`src/hdl/fpt_pkg.sv`:
```
`timescale 1ns / 1ps
package fpt_pkg;
  localparam int CORDIC_STAGES_DEF = 16;
  localparam int ATAN_N = 24;

  typedef enum logic [1:0] {
    CMD_ADD  = 2'd0,
    CMD_TINY = 2'd1,
    CMD_FOOT = 2'd2,
    CMD_INV  = 2'd3
  } cmd_t;

  typedef enum logic [1:0] {
    ST_OK     = 2'd0,
    ST_NO_OFS = 2'd1,
    ST_NO_PREV = 2'd2
  } status_t;

  localparam logic [2:0] REG_OFS_X = 3'd0;
  localparam logic [2:0] REG_OFS_Y = 3'd1;
  localparam logic [2:0] REG_OFS_V = 3'd2;
  localparam logic [2:0] REG_YAW   = 3'd3;
  localparam logic [2:0] REG_MIN   = 3'd4;

  typedef struct packed {
    logic [1:0]         cmd;
    logic signed [31:0] pose_x;
    logic signed [31:0] pose_y;
    logic [15:0]        pose_angle;
    logic [31:0]        impact_time;
  } in_item_t;

  typedef struct packed {
    logic signed [31:0] out_x;
    logic signed [31:0] out_y;
    logic [15:0]        out_angle;
    logic               is_tiny;
    logic [1:0]         status;
  } out_item_t;

  // controller -> datapath
  typedef struct packed {
    logic load;     // latch input item, set up CORDIC
    logic iter;     // one CORDIC rotation
    logic mul_a;    // first product pair
    logic mul_b;    // second product pair
    logic sum;      // round the second product pair
    logic diff;     // add to pose and saturate
    logic sq;       // tiny test deltas
    logic fin;      // form result, update last step
  } dp_cmd_t;

  typedef struct packed {
    logic last_iter;
  } dp_sts_t;

  function automatic logic [31:0] atan_lut(input logic [4:0] i);
    logic [31:0] v;
    unique case (i)
      5'd0: v = 32'd536870912;  5'd1: v = 32'd316933406;
      5'd2: v = 32'd167458907;  5'd3: v = 32'd85004756;
      5'd4: v = 32'd42667331;   5'd5: v = 32'd21354465;
      5'd6: v = 32'd10679838;   5'd7: v = 32'd5340245;
      5'd8: v = 32'd2670163;    5'd9: v = 32'd1335087;
      5'd10: v = 32'd667544;    5'd11: v = 32'd333772;
      5'd12: v = 32'd166886;    5'd13: v = 32'd83443;
      5'd14: v = 32'd41722;     5'd15: v = 32'd20861;
      5'd16: v = 32'd10430;     5'd17: v = 32'd5215;
      5'd18: v = 32'd2608;      5'd19: v = 32'd1304;
      5'd20: v = 32'd652;       5'd21: v = 32'd326;
      5'd22: v = 32'd163;       5'd23: v = 32'd81;
      default: v = 32'd0;
    endcase
    return v;
  endfunction
endpackage

```
`src/hdl/fpt_ctrl.sv`:
```
`timescale 1ns / 1ps
module fpt_ctrl (
  input  logic            clk,
  input  logic            rst_n,
  input  logic            in_valid,
  output logic            in_ready,
  output logic            out_valid,
  input  logic            out_ready,
  input  fpt_pkg::dp_sts_t sts,
  output fpt_pkg::dp_cmd_t cmd
);
  import fpt_pkg::*;

  typedef enum logic [3:0] {
    S_IDLE, S_ROT, S_MULA, S_MULB, S_SUM, S_DIFF, S_SQ, S_FIN
  } state_t;

  state_t state_r;
  logic   out_valid_r;

  // result register frees once taken; a new item may start while it waits
  assign in_ready  = (state_r == S_IDLE);
  assign out_valid = out_valid_r;

  always_comb begin
    cmd = '0;
    cmd.load  = in_valid && in_ready;
    cmd.iter  = (state_r == S_ROT);
    cmd.mul_a = (state_r == S_MULA);
    cmd.mul_b = (state_r == S_MULB);
    cmd.sum   = (state_r == S_SUM);
    cmd.diff  = (state_r == S_DIFF);
    cmd.sq    = (state_r == S_SQ);
    cmd.fin   = (state_r == S_FIN) && !(out_valid_r && !out_ready);
  end

  always_ff @(posedge clk) begin
    if (!rst_n) begin
      state_r     <= S_IDLE;
      out_valid_r <= 1'b0;
    end else begin
      if (cmd.fin) out_valid_r <= 1'b1;
      else if (out_valid_r && out_ready) out_valid_r <= 1'b0;
      unique case (state_r)
        S_IDLE: if (in_valid) state_r <= S_ROT;
        S_ROT:  if (sts.last_iter) state_r <= S_MULA;
        S_MULA: state_r <= S_MULB;
        S_MULB: state_r <= S_SUM;
        S_SUM:  state_r <= S_DIFF;
        S_DIFF: state_r <= S_SQ;
        S_SQ:   state_r <= S_FIN;
        S_FIN: begin
          if (cmd.fin) state_r <= S_IDLE;
        end
        default: state_r <= S_IDLE;
      endcase
    end
  end
endmodule

```
`config.mk`:
```
export PLATFORM = sky130hd
export DESIGN_NAME = fpt_ctrl
export DESIGN_NICKNAME = d
export VERILOG_FILES = /design/src/hdl/fpt_pkg.sv /design/src/hdl/fpt_ctrl.sv
export SDC_FILE = /design/constraint.sdc
export NUM_CORES = 1
export LEC_CHECK = 0
export BUFFER_PORTS_ARGS = -buffer_cell sky130_fd_sc_hd__buf_2
export CAP_MARGIN = 30
export CORE_AREA = 2 2 39 41
export DETAILED_ROUTE_END_ITERATION = 10
export DIE_AREA = 0 0 41 43
export PLACE_DENSITY = 0.42
export SETUP_SLACK_MARGIN = 0.05
export SLEW_MARGIN = 10
export SYNTH_ARGS = -nofsm -noshare
export SYNTH_HDL_FRONTEND = slang
export SYNTH_SLANG_ARGS = --single-unit
export TNS_END_PERCENT = 10
```
`constraint.sdc`:
```
create_clock -name clk -period 1 [get_ports clk]
set_input_delay 0.05 -clock clk [delete_from_list [all_inputs] [get_ports clk]]
set_output_delay 0.05 -clock clk [all_outputs]
set_load 0.02 [all_outputs]
```
# [Yosys cells after proc, flatten, opt, wreduce, memory -nomap -nowiden]
# Cells that the tools add are included.
[op_classes] n_eq_ne=10 reduce_logical=9 n_mux=6
[op_table] operator="case mux 4 bit (8 select lines)" n=1
[op_table] operator="equality test 4 x 3 -> 1 bit (second input constant)" n=4
[op_table] operator="two-way mux 4 bit" n=3
[op_table] operator="equality test 4 x 2 -> 1 bit (second input constant)" n=2
[op_table] operator="inequality test 2 bit (second input constant)" n=3
[op_table] operator="equality test 4 x 1 -> 1 bit (second input constant)" n=1
[op_table] operator="logical AND 1 bit" n=4
[op_table] operator="logical NOT 4 bit" n=1
[op_table] operator="AND reduction 3 bit" n=1
[op_table] operator="logical NOT 1 bit" n=2
[op_table] operator="two-way mux 1 bit" n=2
[op_table] operator="nonzero test 2 bit" n=1
[word_totals] output_inout_bits=10 register_bits=5 input_bits=5

# [Depth between registers and ports, before layout]
# Gate-level depths: netlist of the first run.
[depth] word_depth=6 ltp_mapped=3 mapped_depth_nobuf=3

# [Worst setup path before layout of the first run]
# No wires, ideal clock.
[synth_timing] path_kind="reg2out" start="register state_r[2]" end="output cmd[7] (netlist name)" t_arrival_ps=1091 path_stages_with_launch=4 setup_slack_ps=-141 required_ps=950 cell_sequence="dfxtp_1 buf_6 nor3_2 and2_1"
[synth_rtl] item="start: declaration" line="fpt_ctrl.sv:18" rtl="state_t state_r;"
[synth_rtl] item="start signal: assignment" line="fpt_ctrl.sv:39" rtl="state_r <= S_IDLE;"
[synth_rtl] item="start signal: assignment" line="fpt_ctrl.sv:45" rtl="S_IDLE: if (in_valid) state_r <= S_ROT;"
[synth_rtl] item="start signal: assignment" line="fpt_ctrl.sv:46" rtl="S_ROT: if (sts.last_iter) state_r <= S_MULA;"
[synth_rtl] item="end: declaration" line="fpt_ctrl.sv:10" rtl="output fpt_pkg::dp_cmd_t cmd"

==> impl_metrics.ini, run 1 <==
[routing]
dr.pass1.iters = 4
drt-total-wl_um = 868
wl_per_cell_um = 11.42
drc = 0
antenna_left = 0
viasPerCell = 4.553
vias = 346
drt_iter0_markers = 7

[sta]
fin_crit_ns = 1.177
tightest_slew_ns = 0.2873
fin_ws_ns = -0.1769
tns_ns = -1.207
clock_skew_ns = 0.002696
fin_hold_ws_ns = 0.07897
setup_viol = 11
maxSlewHeadroom = 0.8059
hold_violations = 0
fmax_mhz = 849.7
rsz0062_at_grt = true
period_share = 1.177
slew_violations = 0

[worst_setup_path]
ff2ff_setup_slack_ns = -0.04
setup.worst_path.end_class = primary output
rr_worst_depth = 3
rr_endpoint = state_r[0]$_SDFFE_PN0P_
critPathLaunchType = flop
crit_required_ns = 0.95
regToRegStartpoint = state_r[2]$_SDFFE_PN0P_
critical_path_class = reg2out
cp.arrival_ns = 1.13
cp_max_fo = 5

[cts]
cts.clk_slew.worst_paths_ns = 0.04
numClockSinks = 4
cts-buffers-inserted = 3
holdBufCountCts = 0
cts_tree = yes
clk_latency_ns = 0.24
htree_levels = 1
cts-root-to-sink-buffers = 2
root_buffer = clkbuf_4

[finish]
layout-drive-gt1-share = 0.7500
num_antenna_cells = 0
area_growth_pct = 124.5
fin_nets = 67
final_area_um2 = 595.6

[placed_design]
post-dp-hpwl_um = 508.7
placed_area_um2 = 417.9
place_congestion = 0.6875
placement.setup.worst_slack_ns = -0.06789
port_buffers = 14

[logic_synthesis]
yosys_warnings = 0
synth-seq-cells = 4
synthesis.instances = 29
synth.largest_area_cell = dfxtp_1
ys_async_sr_fraction = 0
yosysMostFrequentCell = dfxtp_1
synth.net_count = 34
netlist_area_um2 = 265.3
synth_flop_cell = dfxtp_1
synth_seq_area_share = 0.3019
ys_types = 21
synth.area.top_cells = dfxtp_1, and3b_1, nor3b_1
yosys-top-cells-count = dfxtp_1, and3b_1, nor3b_1
synth_top_area_frac = 0.3019
synth_area_per_cell_um2 = 9.147
synth-edff-count = 0

[floorplan]
core_mm2 = 0.001384
io_pins = 15
dieArea_mm2 = 0.001763
fp.dieW_um = 41
row_count = 14
initial_core_util = 0.1917
die_h_um = 43

[global_route]
met3_usage = 0.01571
track_usage = 0.1161
grt_pass1_vias = 320
gr-usage-met2 = 0.1594
overflow = 0
antenna_found_initial = 0
grt-busiest-layer = met2
grt_pass1_wl_um = 1345
grt_use_met1 = 0.1497
grt_max_degree = 8

[min_path]
hold_path.class = in2reg
hold_depth = 3
whs_endpoint = state_r[0]$_SDFFE_PN0P_
hp-start = rst_n

[run]
drv_cap = 0

[power]
total_power_uw = 664.6
power_density_mw_per_mm2 = 1116
ir_drop_v = 0.0006357
power.leakage_nw = 0.2900

[run_status]
violations = setup timing
status = complete, but fails checks
power breakdown:
part | switching, mW | leakage, nW | internal, mW
Clock | 0.0649 | 0.0138 | 0.134
Combinational | 0.112 | 0.241 | 0.165
Sequential | 0.0182 | 0.0347 | 0.171
cell families (layout without fill, tap and decap cells):
group	Yosys count	after routing	synth area share
and+or+nand+nor	16	16	0.4340
buffers and inverters	3	34	0.08961
DFF	4	4	0.3019
AOI/OAI and AO/OA	6	6	0.1745
sequential cells by signal, indices dropped and copies added, names as in the netlist:
signal,cells
out_valid,1
state_r,3
worst max path at each step:
| stage | startpoint | end | slack, ns |
|---|---|---|---|
| after global routing | state_r[1]$_SDFFE_PN0P_ | cmd[7] | -0.23 |
| after global placement | state_r[0]$_SDFFE_PN0P_ | cmd[7] | -0.07 |
| after detailed placement | state_r[0]$_SDFFE_PN0P_ | cmd[7] | -0.07 |
| final | state_r[1]$_SDFFE_PN0P_ | cmd[7] | -0.18 |
| after floorplan | state_r[0]$_SDFFE_PN0P_ | cmd[6] | -0.14 |
| after CTS | state_r[0]$_SDFFE_PN0P_ | cmd[7] | -0.19 |
layout make-up:
class                      count  area [um2]
timing repair buffer          31       270.3
clock buffer                   3       22.52
tap                           16       20.02
multi-input combinational     22       191.4
fill                         147       788.3
sequential                     4       91.34
cells in the final DEF, fill, tap and decap left out, drive strengths merged:
cell	instances
buf	31
nor3b	4
dfxtp	4
and3b	3
clkbuf	3
nand2	2
nand2b	1
and4	1
nor2	1
nor3	1
and2	1
nand3	1
a21boi	1
or3	1
o41ai	1
a31oi	1
a21oi	1
o21a	1
o221a	1
metal layers:
layer  vias up  routed length [um]
met5         -                   0
met4         0                  14
met3         2                  43
met2        12                 458
met1       161                 351
li1        171                   -
what timing repair did:
item                                    4_1_cts  5_1_grt
setup buffers                                 7        0
gates cloned                                  0        0
endpoints found under the setup margin       13       13
pin swaps                                     9        6
resized for setup                            27        8
hold endpoints to repair                      0        0
critical path, stage by stage (launching register included):
cell and delay, ns:
dfxtp_4 0.35, buf_6 0.11, nor3_4 0.17, and2_4 0.16
buf_6 0.10
metrics by stage:
| step | utilization | std cells |
|---|---|---|
| after floorplan | - | 29 |
| after global placement | 0.3020 | 66 |
| after detailed placement | 0.3020 | 66 |
| after CTS | 0.4105 | 76 |
| after global routing | 0.4304 | 76 |
| final | 0.4304 | 76 |
(Power assumes the default switching activity.)
==> run 2, diff against run 1 <==
--- a/config.mk
+++ b/config.mk
@@ -5,12 +5,13 @@
 export SDC_FILE = /design/constraint.sdc
 export NUM_CORES = 1
 export LEC_CHECK = 0
+export ABC_AREA = 1
 export BUFFER_PORTS_ARGS = -buffer_cell sky130_fd_sc_hd__buf_2
 export CAP_MARGIN = 30
 export CORE_AREA = 2 2 39 41
 export DETAILED_ROUTE_END_ITERATION = 10
 export DIE_AREA = 0 0 41 43
-export PLACE_DENSITY = 0.42
+export PLACE_DENSITY = 0.4
 export SETUP_SLACK_MARGIN = 0.05
 export SLEW_MARGIN = 10
 export SYNTH_ARGS = -nofsm -noshare
==> constraint.sdc (replaced) <==
create_clock -name clk -period 1.41 [get_ports clk]
set_input_delay 0.0705 -clock clk [delete_from_list [all_inputs] [get_ports clk]]
set_output_delay 0.0705 -clock clk [all_outputs]
set_load 0.02 [all_outputs]
==> run 2 against run 1 <==
  * The flow now finishes without violations
  * Global-route usage shrank 2.9 points
  * Final area down 37%
  * First-iteration DRC count shrank 43%
  * Routed wire length is 25% lower
  * Critical path depth decreased by 1
  * Die area unchanged
==> impl_metrics.ini, run 2 <==
[power]
power.leakage_nw = 0.2463
power.share.clock = 0.227
p_sw_frac = 0.4638
ir_drop_v = 0.0003600
power_density_mw_per_mm2 = 1673
total_power_uw = 632.2
switchingPower_uw = 293.2
p_int_uw = 339.0
p_comb_frac = 0.485
seqPwrFrac = 0.288

[finish]
num-fill-cells = 179
area_growth_pct = 44.50
fin_nets = 69
num_antenna_cells = 0
largest-register = state_r
ff_latch_area_um2 = 81.33
multi_input_area_um2 = 131.4
layout_commonest_cell = buf_2
layout-drive-gt1-share = 0.3548
layout_common_cells = buf_2, inv_1, nor2_1, nand3_1, nand2_1
largest_reg_flops = 3

[cts]
htree_levels = 1
post_cts_buffers = 0
cts.clk_slew.worst_paths_ns = 0.04
cts_tree = yes
holdBufCountCts = 0
ctsResizeCount = 0
root_buffer = clkbuf_4
cts-root-to-sink-buffers = 2
clk_latency_ns = 0.23
numClockSinks = 4
cts-buffers-inserted = 3

[sta]
clock_skew_ns = 0.005815
fin_crit_ns = 1.255
period_share = 0.8901
slew_violations = 0
fin_hold_ws_ns = 0.03811
tns_ns = 0
setup_viol = 0
fmax_mhz = 796.8
rsz0062_at_grt = false
maxSlewHeadroom = 0.8436
hold_violations = 0
tightest_slew_ns = 0.2342

[placed_design]
post-dp-hpwl_um = 541.4
port_buffers = 14
place_congestion = 0.6763

[routing]
vias = 312
viasPerCell = 4.000
drt_iter0_markers = 4
drc = 0
wl_per_cell_um = 8.295
drt-total-wl_um = 647
antenna_left = 0
dr.pass1.iters = 2

[min_path]
hold_path.class = in2reg

[logic_synthesis]
synth.largest_area_cell = dfxtp_1
synth-seq-cells = 4
synth.net_count = 50
synth_seq_area_share = 0.3062
synth_top_area_frac = 0.3062
yosys-top-cells-count = inv_1, nor2_1, nand3_1
yosysMostFrequentCell = inv_1
yosys_warnings = 0
synth.area.top_cells = dfxtp_1, inv_1, nand3_1
ys_async_sr_fraction = 0
ys_types = 11
synth-edff-count = 0
synthesis.instances = 45
synth_flop_cell = dfxtp_1
synth_area_per_cell_um2 = 5.811
netlist_area_um2 = 261.5

[worst_setup_path]
critPathLaunchType = flop
cp.arrival_ns = 1.18
cp_max_fo = 6
setup.worst_path.end_class = primary output
crit_required_ns = 1.34
critical_path_class = reg2out

[floorplan]
dieArea_mm2 = 0.001763
die_h_um = 43
core_mm2 = 0.001384
fp.dieW_um = 41
row_count = 14
io_pins = 15
initial_core_util = 0.1890

[run]
drv_cap = 0

[run_status]
status = finished clean

[global_route]
grt_pass1_vias = 295
track_usage = 0.08717
overflow = 0
antenna_found_initial = 0
grt_pass1_wl_um = 1035
grt_max_degree = 8
## run 2: final cells by class
class,count,share of cell area
Tap cell,16,0.05298
Sequential cell,4,0.2152
Multi-Input combinational cell,27,0.3477
Timing Repair Buffer,14,0.1854
Inverter,14,0.1391
Clock buffer,3,0.05960
## run 2: cells by family (layout without fill, tap and decap cells)
kind of cell	Yosys count	after routing	share of synthesized area
compound gates	4	4	0.08612
buf+inv	14	31	0.2010
flops	4	4	0.3062
simple gates	23	23	0.4067
## run 2: path summary, 6_finish.rpt
path,slack (ns),cells past startpoint,startpoint,to
worst max-delay path,0.16,3,state_r[0]$_SDFFE_PN0P_,cmd[0]
worst min-delay path,0.04,3,rst_n,state_r[1]$_SDFFE_PN0P_
worst max register to register,0.30,7,state_r[0]$_SDFFE_PN0P_,state_r[1]$_SDFFE_PN0P_
worst min register to register,0.60,4,out_valid$_SDFFE_PN0P_,out_valid$_SDFFE_PN0P_
## run 2: per-stage QoR
step / cells / instance area, um2 / utilization / worst slack (ns)
after global placement: 75 / 351.6 / 0.2541 / 0.3006
after detailed placement: 75 / 351.6 / 0.2541 / 0.2977
final: 78 / 377.9 / 0.2731 / 0.1550
after CTS: 78 / 374.1 / 0.2703 / 0.09561
after global routing: 78 / 377.9 / 0.2731 / 0.07545
after floorplan: 45 / 261.5 / - / 0.2977
## run 2: worst max-delay path: stages, from the launching register on
cell	delay [ns]
dfxtp_1	0.44
nand3_1	0.19
nor2_2	0.15
buf_2	0.18
## run 2: per-layer routing
layer | global-route usage | wire, um | up-vias
li1 | - | - | 170
met1 | 0.08626 | 306 | 133
met2 | 0.1406 | 312 | 9
met3 | 0.03141 | 29 | 0
met4 | 0.06000 | 0 | 0
met5 | 0 | 0 | -
## run 2: power groups by stage
| stage | clock, mW | sequential [mW] | combinational (mW) |
|---|---|---|---|
| 6_report | 0.143 | 0.182 | 0.307 |
| 5_1_grt | 0.156 | 0.186 | 0.341 |
| 4_1_cts | 0.148 | 0.180 | 0.311 |
| 3_5_place_dp | 0 | 0.182 | 0.310 |
| 3_3_place_gp | 0 | 0.183 | 0.313 |
| 2_1_floorplan | 0 | 0.172 | 0.226 |
